--- src/khnd_pkg.sv ---
// ----------------------------------------------------------------------------
// khnd_pkg: shared types and constants for the k-ary heap node distance core
// Node and branching widths, divider geometry and the register reset value.
// ----------------------------------------------------------------------------
package khnd_pkg;

    localparam int NODE_W       = 50;
    localparam int BRANCH_W     = 10;
    localparam int RADIX_BITS   = 8;
    localparam int DIV_STEPS    = (NODE_W + 1 + RADIX_BITS - 1) / RADIX_BITS;
    localparam int DIV_W        = DIV_STEPS * RADIX_BITS;
    localparam int CNT_W        = $clog2(DIV_STEPS);

    typedef logic [NODE_W-1:0]     node_t;
    typedef logic [BRANCH_W-1:0]   branch_t;
    typedef logic [DIV_W-1:0]      dividend_t;
    typedef logic [RADIX_BITS-1:0] digit_t;
    typedef logic [CNT_W-1:0]      step_cnt_t;

    localparam branch_t BRANCH_RESET = BRANCH_W'(2);

endpackage

--- src/kary_heap_node_distance_core.sv ---
// ----------------------------------------------------------------------------
// kary_heap_node_distance_core: edge count between two nodes of a k-ary heap
// Heap-numbered tree distance with a shared iterative parent-step divider.
// ----------------------------------------------------------------------------
// One transaction at a time. Node zero counts as the root; branching zero or
// one makes the tree a chain and the result is the difference of the two node
// numbers (node zero taken as one), passed through S_PICK and S_DONE into the
// output register. Otherwise the larger node number steps to its parent until
// the two meet; each parent step is a compare in S_PICK, then a radix-256
// restoring divider in S_DIV for (u + k - 2) / k over DIV_STEPS (7) digits.
// The result sits in an output register; a new transaction is accepted while
// it waits. Write branching only while the core is idle.
module kary_heap_node_distance_core (
    input  logic                     clk,
    input  logic                     rst_n,
    input  logic                     cfg_valid,
    output logic                     cfg_ready,
    input  logic [khnd_pkg::BRANCH_W-1:0] cfg_data,
    input  logic                     in_valid,
    output logic                     in_ready,
    input  logic [khnd_pkg::NODE_W-1:0] node_a,
    input  logic [khnd_pkg::NODE_W-1:0] node_b,
    output logic                     out_valid,
    input  logic                     out_ready,
    output logic [khnd_pkg::NODE_W-1:0] distance
);

    localparam logic [1:0] S_IDLE = 2'd0;
    localparam logic [1:0] S_PICK = 2'd1;
    localparam logic [1:0] S_DIV  = 2'd2;
    localparam logic [1:0] S_DONE = 2'd3;

    logic [1:0]                state_reg, state_next;
    khnd_pkg::branch_t         branching_reg, branching_next;
    logic                      out_valid_reg, out_valid_next;
    khnd_pkg::step_cnt_t       cnt_reg, cnt_next;
    logic                      climb_a_reg, climb_a_next;

    khnd_pkg::node_t           a_reg, a_next;
    khnd_pkg::node_t           b_reg, b_next;
    khnd_pkg::node_t           dist_reg, dist_next;
    khnd_pkg::node_t           distance_reg, distance_next;
    khnd_pkg::dividend_t       num_reg, num_next;
    khnd_pkg::dividend_t       quo_reg, quo_next;
    khnd_pkg::branch_t         rem_reg, rem_next;

    logic                      in_fire;
    logic                      chain;
    logic                      a_gt_b;
    khnd_pkg::node_t           larger;
    khnd_pkg::node_t           diff;
    khnd_pkg::digit_t          digit;
    khnd_pkg::branch_t         rem_step;
    logic [khnd_pkg::BRANCH_W:0] trial;

    assign cfg_ready = 1'b1;
    assign in_ready  = (state_reg == S_IDLE);
    assign in_fire   = in_valid && in_ready;
    assign out_valid = out_valid_reg;
    assign distance  = distance_reg;

    assign chain  = (branching_reg <= khnd_pkg::BRANCH_W'(1));
    assign a_gt_b = (a_reg > b_reg);
    assign larger = a_gt_b ? a_reg : b_reg;
    assign diff   = a_gt_b ? (a_reg - b_reg) : (b_reg - a_reg);

    // Eight restoring steps of the shared divider.
    always_comb
    begin
        rem_step = rem_reg;
        digit    = '0;
        trial    = '0;
        for (int i = 0; i < khnd_pkg::RADIX_BITS; i++)
        begin
            trial = {rem_step, num_reg[khnd_pkg::DIV_W-1-i]};
            if (trial >= {1'b0, branching_reg})
            begin
                trial = trial - {1'b0, branching_reg};
                digit[khnd_pkg::RADIX_BITS-1-i] = 1'b1;
            end
            rem_step = trial[khnd_pkg::BRANCH_W-1:0];
        end
    end

    always_comb
    begin
        state_next     = state_reg;
        branching_next = branching_reg;
        out_valid_next = out_valid_reg && !out_ready;
        cnt_next       = cnt_reg;
        climb_a_next   = climb_a_reg;
        a_next         = a_reg;
        b_next         = b_reg;
        dist_next      = dist_reg;
        distance_next  = distance_reg;
        num_next       = num_reg;
        quo_next       = quo_reg;
        rem_next       = rem_reg;

        if (cfg_valid && cfg_ready)
        begin
            branching_next = cfg_data;
        end

        unique case (state_reg)
            S_IDLE:
            begin
                if (in_fire)
                begin
                    a_next     = (node_a == '0) ? khnd_pkg::NODE_W'(1) : node_a;
                    b_next     = (node_b == '0) ? khnd_pkg::NODE_W'(1) : node_b;
                    dist_next  = '0;
                    state_next = S_PICK;
                end
            end
            S_PICK:
            begin
                if (chain)
                begin
                    dist_next  = diff;
                    state_next = S_DONE;
                end
                else if (a_reg == b_reg)
                begin
                    state_next = S_DONE;
                end
                else
                begin
                    climb_a_next = a_gt_b;
                    num_next     = khnd_pkg::DIV_W'(larger)
                                 + khnd_pkg::DIV_W'(branching_reg)
                                 - khnd_pkg::DIV_W'(2);
                    quo_next     = '0;
                    rem_next     = '0;
                    cnt_next     = '0;
                    state_next   = S_DIV;
                end
            end
            S_DIV:
            begin
                num_next = {num_reg[khnd_pkg::DIV_W-khnd_pkg::RADIX_BITS-1:0],
                            khnd_pkg::RADIX_BITS'(0)};
                quo_next = {quo_reg[khnd_pkg::DIV_W-khnd_pkg::RADIX_BITS-1:0], digit};
                rem_next = rem_step;
                cnt_next = cnt_reg + khnd_pkg::CNT_W'(1);
                if (cnt_reg == khnd_pkg::CNT_W'(khnd_pkg::DIV_STEPS - 1))
                begin
                    if (climb_a_reg)
                    begin
                        a_next = quo_next[khnd_pkg::NODE_W-1:0];
                    end
                    else
                    begin
                        b_next = quo_next[khnd_pkg::NODE_W-1:0];
                    end
                    dist_next  = dist_reg + khnd_pkg::NODE_W'(1);
                    state_next = S_PICK;
                end
            end
            S_DONE:
            begin
                if (!out_valid_reg || out_ready)
                begin
                    distance_next  = dist_reg;
                    out_valid_next = 1'b1;
                    state_next     = S_IDLE;
                end
            end
            default:
            begin
                state_next = S_IDLE;
            end
        endcase
    end

    always_ff @(posedge clk or negedge rst_n)
    begin
        if (!rst_n)
        begin
            state_reg     <= S_IDLE;
            branching_reg <= khnd_pkg::BRANCH_RESET;
            out_valid_reg <= 1'b0;
            cnt_reg       <= '0;
            climb_a_reg   <= 1'b0;
        end
        else
        begin
            state_reg     <= state_next;
            branching_reg <= branching_next;
            out_valid_reg <= out_valid_next;
            cnt_reg       <= cnt_next;
            climb_a_reg   <= climb_a_next;
        end
    end

    always_ff @(posedge clk)
    begin
        a_reg        <= a_next;
        b_reg        <= b_next;
        dist_reg     <= dist_next;
        distance_reg <= distance_next;
        num_reg      <= num_next;
        quo_reg      <= quo_next;
        rem_reg      <= rem_next;
    end

    a_accept_starts_work: assert property (@(posedge clk) disable iff (!rst_n)
        in_fire |=> state_reg == S_PICK)
        else $error("accepted transaction did not start work");

    a_rem_below_divisor: assert property (@(posedge clk) disable iff (!rst_n)
        state_reg == S_DIV |-> rem_reg < branching_reg)
        else $error("divider remainder not below branching");

    a_nodes_nonzero: assert property (@(posedge clk) disable iff (!rst_n)
        (state_reg == S_PICK || state_reg == S_DIV) |-> (a_reg != '0 && b_reg != '0))
        else $error("node register reached zero");

    a_div_returns: assert property (@(posedge clk) disable iff (!rst_n)
        (state_reg == S_DIV && cnt_reg == khnd_pkg::CNT_W'(khnd_pkg::DIV_STEPS - 1))
        |=> state_reg == S_PICK)
        else $error("divider did not finish on its last step");

endmodule

--- config.mk ---
export PLATFORM = sky130hd
export DESIGN_NAME = kary_heap_node_distance_core
export DESIGN_NICKNAME = d
export VERILOG_FILES = /design/src/khnd_pkg.sv /design/src/kary_heap_node_distance_core.sv
export SDC_FILE = /design/constraint.sdc
export NUM_CORES = 1
export LEC_CHECK = 0
export ABC_AREA = 1
export BUFFER_PORTS_ARGS = -buffer_cell sky130_fd_sc_hd__buf_2
export CELL_PAD_IN_SITES_DETAIL_PLACEMENT = 0
export CELL_PAD_IN_SITES_GLOBAL_PLACEMENT = 2
export CORE_ASPECT_RATIO = 1.25
export CORE_MARGIN = 1.5
export CORE_UTILIZATION = 37
export CTS_CLUSTER_SIZE = 25
export DETAILED_ROUTE_END_ITERATION = 8
export HOLD_SLACK_MARGIN = 0.05
export PLACE_DENSITY = 0.82
export REMOVE_ABC_BUFFERS = 1
export SLEW_MARGIN = 30
export SYNTH_ARGS = -nofsm -noshare
export SYNTH_HDL_FRONTEND = slang
export SYNTH_SLANG_ARGS = --single-unit
--- constraint.sdc ---
create_clock -name clk -period 18.7 [get_ports clk]
set_input_delay 3.74 -clock clk [delete_from_list [all_inputs] [get_ports clk]]
set_output_delay 3.74 -clock clk [all_outputs]
set_load 0.05 [all_outputs]
==> results.md, run 1 <==
- Leading cell type by number of instances after synthesis: sky130_fd_sc_hd__nand2_1
- Wire length of the first global-routing pass: 162 mm
- Hold EP: distance[23]
- Cell area after technology mapping: 0.0292 mm²
- R2r endpoint: a_reg[0]
- Starting DRT DRC Count: 1782
- Area of the die: 0.0806 mm²
- Hold Path Class: flop to flop
- Detailed-route vias per instance: 5.14
- Final net count: 4591
- Std-Cell Core Area: 0.0777 mm²
- Maximum clock path buffer count: 3
- Kind of launch point of the worst setup path: flop
- Worst r2r src: branching_reg[1]
- Vertical die dimension: 317 µm
- Number of synthesized register bits: 325
- Router iterations before antenna repair: 5
- Hold-critical path depth: 0
- Number of max-cap violations: 0
- # fillers: 8313
- Reg-to-reg setup timing slack: 1790 ps
- Remaining global-route overflow: 0
- RSZ-0062 raised after global routing: no
- Fraction of final layout cells sized beyond drive strength 1: 9.01%
- Overall via count from detail_route: 27200
- Top cells by area, synth: sky130_fd_sc_hd__edfxtp_1, sky130_fd_sc_hd__nand2_1, sky130_fd_sc_hd__ha_1, sky130_fd_sc_hd__inv_1, sky130_fd_sc_hd__a21oi_1
- Peak clock frequency supported by timing: 59.1 MHz
- Most instantiated cells after synthesis: sky130_fd_sc_hd__nand2_1, sky130_fd_sc_hd__inv_1, sky130_fd_sc_hd__a21oi_1
- Max transition margin: 27.4%
- Minimum clock period after layout: 16910 ps
- TritonCTS clock tree: done
- EDFF count, synth: 308
- Stage delay of the slowest cell on the critical path: 750 ps
- Final setup violation count: 0
- Endpoint arrival time on the critical path: 17230 ps
- Worst Setup End Kind: flop
- Setup Skew: 24.1 ps
- Growth of design area from synthesis to finish: 11.5%
- Worst-path cell with the longest stage delay: sky130_fd_sc_hd__dfstp_2
- CTS clock-pin slew for the worst setup and hold paths: 70 ps
- Maximum number of pins on one net before global-route repair: 93
- Final worst setup slack: 1790 ps
- # IOs: 168
- CP dominant cell by count: sky130_fd_sc_hd__nand2_1
- Gpl congestion: 0.919
- Insertion delay to the later sink of the worst-skew pair: 590 ps
- Number of buffers inserted during clock tree synthesis: 39
- Number of global-route vias before repair: 27000
- Number of distinct standard cells referenced by the synthesized netlist: 62
- Final number of hold-violating endpoints: 0
- Input/output buffers: 166
- HPWL after detailed placement: 88.5 mm
- H-tree depth: 2
- Initial cell density of the core: 37.5%
- Primary FF master, synth: sky130_fd_sc_hd__edfxtp_1
- Average cell area after synthesis: 7.18 µm²
- Die Wd: 254 µm
- Setup TNS: 0 ps
- Synth warnings: 0
- FP Rows: 114
- Number of pins with negative max-slew slack in the final report: 0
- Part of the Yosys area used for sequential elements: 33.2%
- Remaining design rule violation count: 0
- Cell type with the largest total area after synthesis: sky130_fd_sc_hd__edfxtp_1
- Run status: completed
- Top-area cell type share of the netlist area: 31.7%
- Ratio of final minimum period to clock period: 90.4%
- Mapped Cells: 4063
- Aggregate global-route resource usage: 26.7%
- Initial antenna violation count: 2
- Root Driver: sky130_fd_sc_hd__clkbuf_16
- Worst-Margin Slew: 1080 ps
- Fraction of synthesis flops using an asynchronous set or reset pin: 5.23%
- CTS Sinks: 325
- Wirelength, routed: 108 mm
- Pre-CTS setup slack: 1690 ps
- Required time of the worst setup path: 19020 ps
- Start point of the worst hold path: dist_reg[23]
- Antenna viol nets, final: 0
- Critical path peak fanout: 15
- Worst setup path category: flop to flop
- Mean routed wirelength per cell: 20.5 µm
- Max reg flops: 56
- Logic depth of the worst register-to-register path: 98
[layout by cell type, fill, tap and decap left out, drive strengths merged, types with 27 or more instances in the layout]
cell type and instances:
inv 784, nand4 69, a21oi 419, nand2 904
o21ai 326, buf 196, nor3 53, nor2 287
nand3 210, ha 246, or2 53, a21o 27
xor2 48, a31oi 31, nor4 41, edfxtp 308
clkbuf 46
[area by class of cell]
cell class / count / area [µm²] / area share (%)
Sequential cell: 325 / 9680 / 29.7
Antenna cell: 1 / 2.50 / 0.00769
Tap cell: 1044 / 1310 / 4.01
Multi-Input combinational cell: 2875 / 16300 / 50.0
Clock inverter: 25 / 238 / 0.731
Clock buffer: 46 / 1030 / 3.18
Timing Repair Buffer: 196 / 1060 / 3.25
Inverter: 782 / 2940 / 9.05
[cells by family after synthesis]
| logic type | count (synthesis) | synth area share (%) |
|---|---|---|
| and+or+nand+nor | 1630 | 24.8 |
| DFF | 325 | 33.2 |
| muxes | 4 | 0.141 |
| AOI/OAI and AO/OA | 916 | 17.2 |
| adders and majority gates | 257 | 11.3 |
| other | 1 | 0.0128 |
| xor gates and xnor gates | 67 | 2.01 |
| buffers and inverters | 863 | 11.4 |
[through the flow]
stage / util [%] / instance area, µm² / cells / hold slack [ps]
after CTS: 41.8 / 32500 / 5288 / 454
after floorplan: - / 28800 / 3982 / 426
after global routing: 41.9 / 32500 / 5294 / 464
after global placement: 40.1 / 31200 / 5217 / 432
after detailed placement: 40.2 / 31200 / 5217 / 441
final: 41.9 / 32500 / 5294 / 446
[timing repair]
action | in CTS | in global routing
gates resized for setup | 0 | 2
setup buffers | 0 | 5
setup endpoints to repair | 0 | 13
hold buffers | 0 | 0
[worst max-delay path by stage]
| stage | start | to | slack [ps] | cells after the start |
|---|---|---|---|---|
| floorplan | branching_reg[1] | a_reg[0] | 4480 | 98 |
| global route | branching_reg[1] | a_reg[0] | 110 | 98 |
| global placement | branching_reg[1] | a_reg[0] | 2030 | 98 |
| finish | branching_reg[1] | a_reg[0] | 1790 | 98 |
| detailed placement | branching_reg[1] | b_reg[0] | 1690 | 98 |
| CTS | branching_reg[1] | a_reg[0] | 1660 | 98 |
[worst max-delay path: cells and delay by family, from the launching register on]
| kind | cells | cell delay, ps |
|---|---|---|
| buf+inv | 8 | 1000 |
| fa+ha+maj | 8 | 2720 |
| simple gates | 50 | 6040 |
| compound gates | 32 | 6050 |
| flops | 1 | 750 |
[layer usage]
layer	share of wire [%]	track usage [%]
met1	43	33.2
met2	50	49.0
met3	3.3	2.20
met4	2.9	7.85
met5	0.012	0
Power of run 1 is not shown: default switching activity piles up to over one toggle a cycle in this logic, so the estimate is an artifact.
==> inputs of run 2 (changes only) <==
--- a/config.mk
+++ b/config.mk
@@ -6,16 +6,16 @@
 export NUM_CORES = 1
 export LEC_CHECK = 0
 export ABC_AREA = 1
-export BUFFER_PORTS_ARGS = -buffer_cell sky130_fd_sc_hd__buf_2
 export CELL_PAD_IN_SITES_DETAIL_PLACEMENT = 0
 export CELL_PAD_IN_SITES_GLOBAL_PLACEMENT = 2
 export CORE_ASPECT_RATIO = 1.25
 export CORE_MARGIN = 1.5
-export CORE_UTILIZATION = 37
+export CORE_UTILIZATION = 38
 export CTS_CLUSTER_SIZE = 25
 export DETAILED_ROUTE_END_ITERATION = 8
+export DONT_BUFFER_PORTS = 1
 export HOLD_SLACK_MARGIN = 0.05
-export PLACE_DENSITY = 0.82
+export PLACE_DENSITY = 0.81
 export REMOVE_ABC_BUFFERS = 1
 export SLEW_MARGIN = 30
 export SYNTH_ARGS = -nofsm -noshare
==> run 2 against run 1 <==
Against the previous run: via count fell by 2.0%; maximum frequency grew 0.77%; core utilization shrank 0.15 points; first-iteration DRC count is 2.1% lower; sequential cell count is the same; die area shrank 2.6%; clock skew up 14 ps; cell area is 2.5% lower; routed wire length grew 0.33%; setup slack improved by 130 ps; critical path depth rose by 1.
==> results.md, run 2 (synthesis results as in run 1) <==
- Run status: completed
- Starting DRT DRC Count: 1744 (-2.1%)
- Area of the die: 0.0785 mm² (-2.6%)
- Worst-path cell with the longest stage delay: sky130_fd_sc_hd__dfstp_2
- Worst setup path category: flop to flop
- Number of global-route vias before repair: 26600 (-1.4%)
- Gpl congestion: 0.932 (+1.5%)
- Insertion delay to the later sink of the worst-skew pair: 600 ps (about the same)
- Fraction of final layout cells sized beyond drive strength 1: 5.29% (-3.7 points)
- RSZ-0062 raised after global routing: no
- Router iterations before antenna repair: 6 (+1)
- Worst Setup End Kind: flop
- Detailed-route vias per instance: 5.27 (+2.4%)
- Number of buffers inserted during clock tree synthesis: 39 (unchanged)
- Final net count: 4427 (-3.6%)
- CTS Sinks: 325 (unchanged)
- Commonest non-fill, non-tap cells in the layout: sky130_fd_sc_hd__nand2_1, sky130_fd_sc_hd__inv_1, sky130_fd_sc_hd__a21oi_1, sky130_fd_sc_hd__o21ai_0, sky130_fd_sc_hd__edfxtp_1
- Required time of the worst setup path: 19020 ps (about the same)
- Initial antenna violation count: 2 (unchanged)
- Initial cell density of the core: 38.4% (+0.83 points)
- Worst-Margin Slew: 1060 ps (-13.7 ps)
- Final core utilization: 41.7% (-0.15 points)
- Maximum number of pins on one net before global-route repair: 82 (-12%)
- # IOs: 168 (unchanged)
- Kind of launch point of the worst setup path: flop
- Hold Path Class: flop to flop
- Setup TNS: 0 ps (unchanged)
- # fillers: 8236 (-0.93%)
- Growth of design area from synthesis to finish: 8.68%
- Mean routed wirelength per cell: 21.5 µm (+4.9%)
- Std-Cell Core Area: 0.0761 mm² (-2.2%)
- Summed area of non-filler cells in the final layout: 0.0317 mm² (-2.5%)
- Max reg flops: 56 (unchanged)
- Max transition margin: 28.3% (+0.93 points)
- Stage delay of the slowest cell on the critical path: 760 ps (about the same)
- Remaining design rule violation count: 0 (unchanged)
- TritonCTS clock tree: done
- Vertical die dimension: 313 µm (-1.3%)
- H-tree depth: 2 (unchanged)
- Setup Skew: 37.7 ps (+13.5 ps)
- Number of pins with negative max-slew slack in the final report: 0 (unchanged)
- HPWL after detailed placement: 89.8 mm (+1.4%)
- Input/output buffers: 0 (-100%)
- Peak clock frequency supported by timing: 59.6 MHz (+0.77%)
- Minimum clock period after layout: 16780 ps (-129 ps)
- FP Rows: 113 (-0.88%)
- Maximum clock path buffer count: 3 (unchanged)
- Aggregate global-route resource usage: 27.4% (+0.71 points)
- CP dominant cell by count: sky130_fd_sc_hd__nand2_1
- Root Driver: sky130_fd_sc_hd__clkbuf_16
- Finished Layout Cells: 5063 (-4.4%)
- Ratio of final minimum period to clock period: 89.7% (-0.69 points)
- Number of max-cap violations: 0 (unchanged)
- Number of cells after detailed placement: 4986 (-4.4%)
- Crit path buf inv count: 7 (-1)
- CTS clock-pin slew for the worst setup and hold paths: 60 ps (about the same)
- Gate family responsible for the most delay along the worst path: simple AND/OR/NAND/NOR gates
- Post-CTS Hold Buffers: 0 (unchanged)
- Critical path peak fanout: 15 (unchanged)
- Wire length of the first global-routing pass: 162 mm (about the same)
- Remaining global-route overflow: 0 (unchanged)
- Die Wd: 251 µm (-1.3%)
- Endpoint arrival time on the critical path: 17100 ps (-130 ps)
- Overall via count from detail_route: 26700 (-2.0%)
- Wirelength, routed: 109 mm (+0.33%)
- Antenna viol nets, final: 0 (unchanged)
- Post-DP Area: 0.0303 mm² (-2.9%)
- Most frequent standard cell in the layout excluding fill and tap cells: sky130_fd_sc_hd__nand2_1
- Final number of hold-violating endpoints: 0 (unchanged)
- Final setup violation count: 0 (unchanged)
==> run 2: final timing paths <==
kind | startpoint | to | slack (ps) | depth (start not counted)
worst max-delay path | branching_reg[1] | a_reg[0] | 1920 | 99
worst min-delay path | dist_reg[23] | distance[23] | 450 | 0
worst max register to register | branching_reg[1] | a_reg[0] | 1920 | 99
worst min register to register | dist_reg[23] | distance[23] | 450 | 0
max in group asynchronous | rst_n | branching_reg[1] | 15690 | 0
min in group asynchronous | rst_n | climb_a_reg | 2840 | 0
==> run 2: per-layer routing <==
layer | track usage (%) | share of wire, % | vias up
met5 | 0 | 0.012 | -
met3 | 4.29 | 4.9 | 165
li1 | - | - | 13500
met2 | 47.9 | 49 | 670
met4 | 12.2 | 4.7 | 2
met1 | 33.3 | 42 | 12300
==> run 2: worst reg2reg max path: cells and delay by family, from the launching register on <==
family,cells,cell delay [ps]
adders and majority gates,8,2780
AOI/OAI and AO/OA,32,5850
DFF,1,760
and+or+nand+nor,52,6140
buffers and inverters,7,980
==> run 2: stage by stage <==
| step | hold slack (ps) | setup slack [ps] |
|---|---|---|
| after floorplan | 426 | 4480 |
| after global placement | 435 | 2020 |
| after detailed placement | 440 | 1640 |
| after CTS | 455 | 1580 |
| after global routing | 467 | 86.9 |
| final | 453 | 1920 |
==> run 2: what timing repair did <==
| action | in CTS | in global routing |
|---|---|---|
| setup endpoints to repair | 0 | 13 |
| setup buffers | 0 | 5 |
| resized for setup | 0 | 4 |
==> run 2: cell type report <==
cell class	instances	area, µm²	area share [%]
antenna	2	5.00	0.0158
clock buffer	47	1040	3.27
clock inverter	23	322	1.01
inverter	782	2940	9.28
multi-input combinational	2875	16300	51.3
sequential	325	9680	30.5
tap	977	1220	3.85
timing repair buffer	32	244	0.769
Power of run 2 is left out for the same reason.
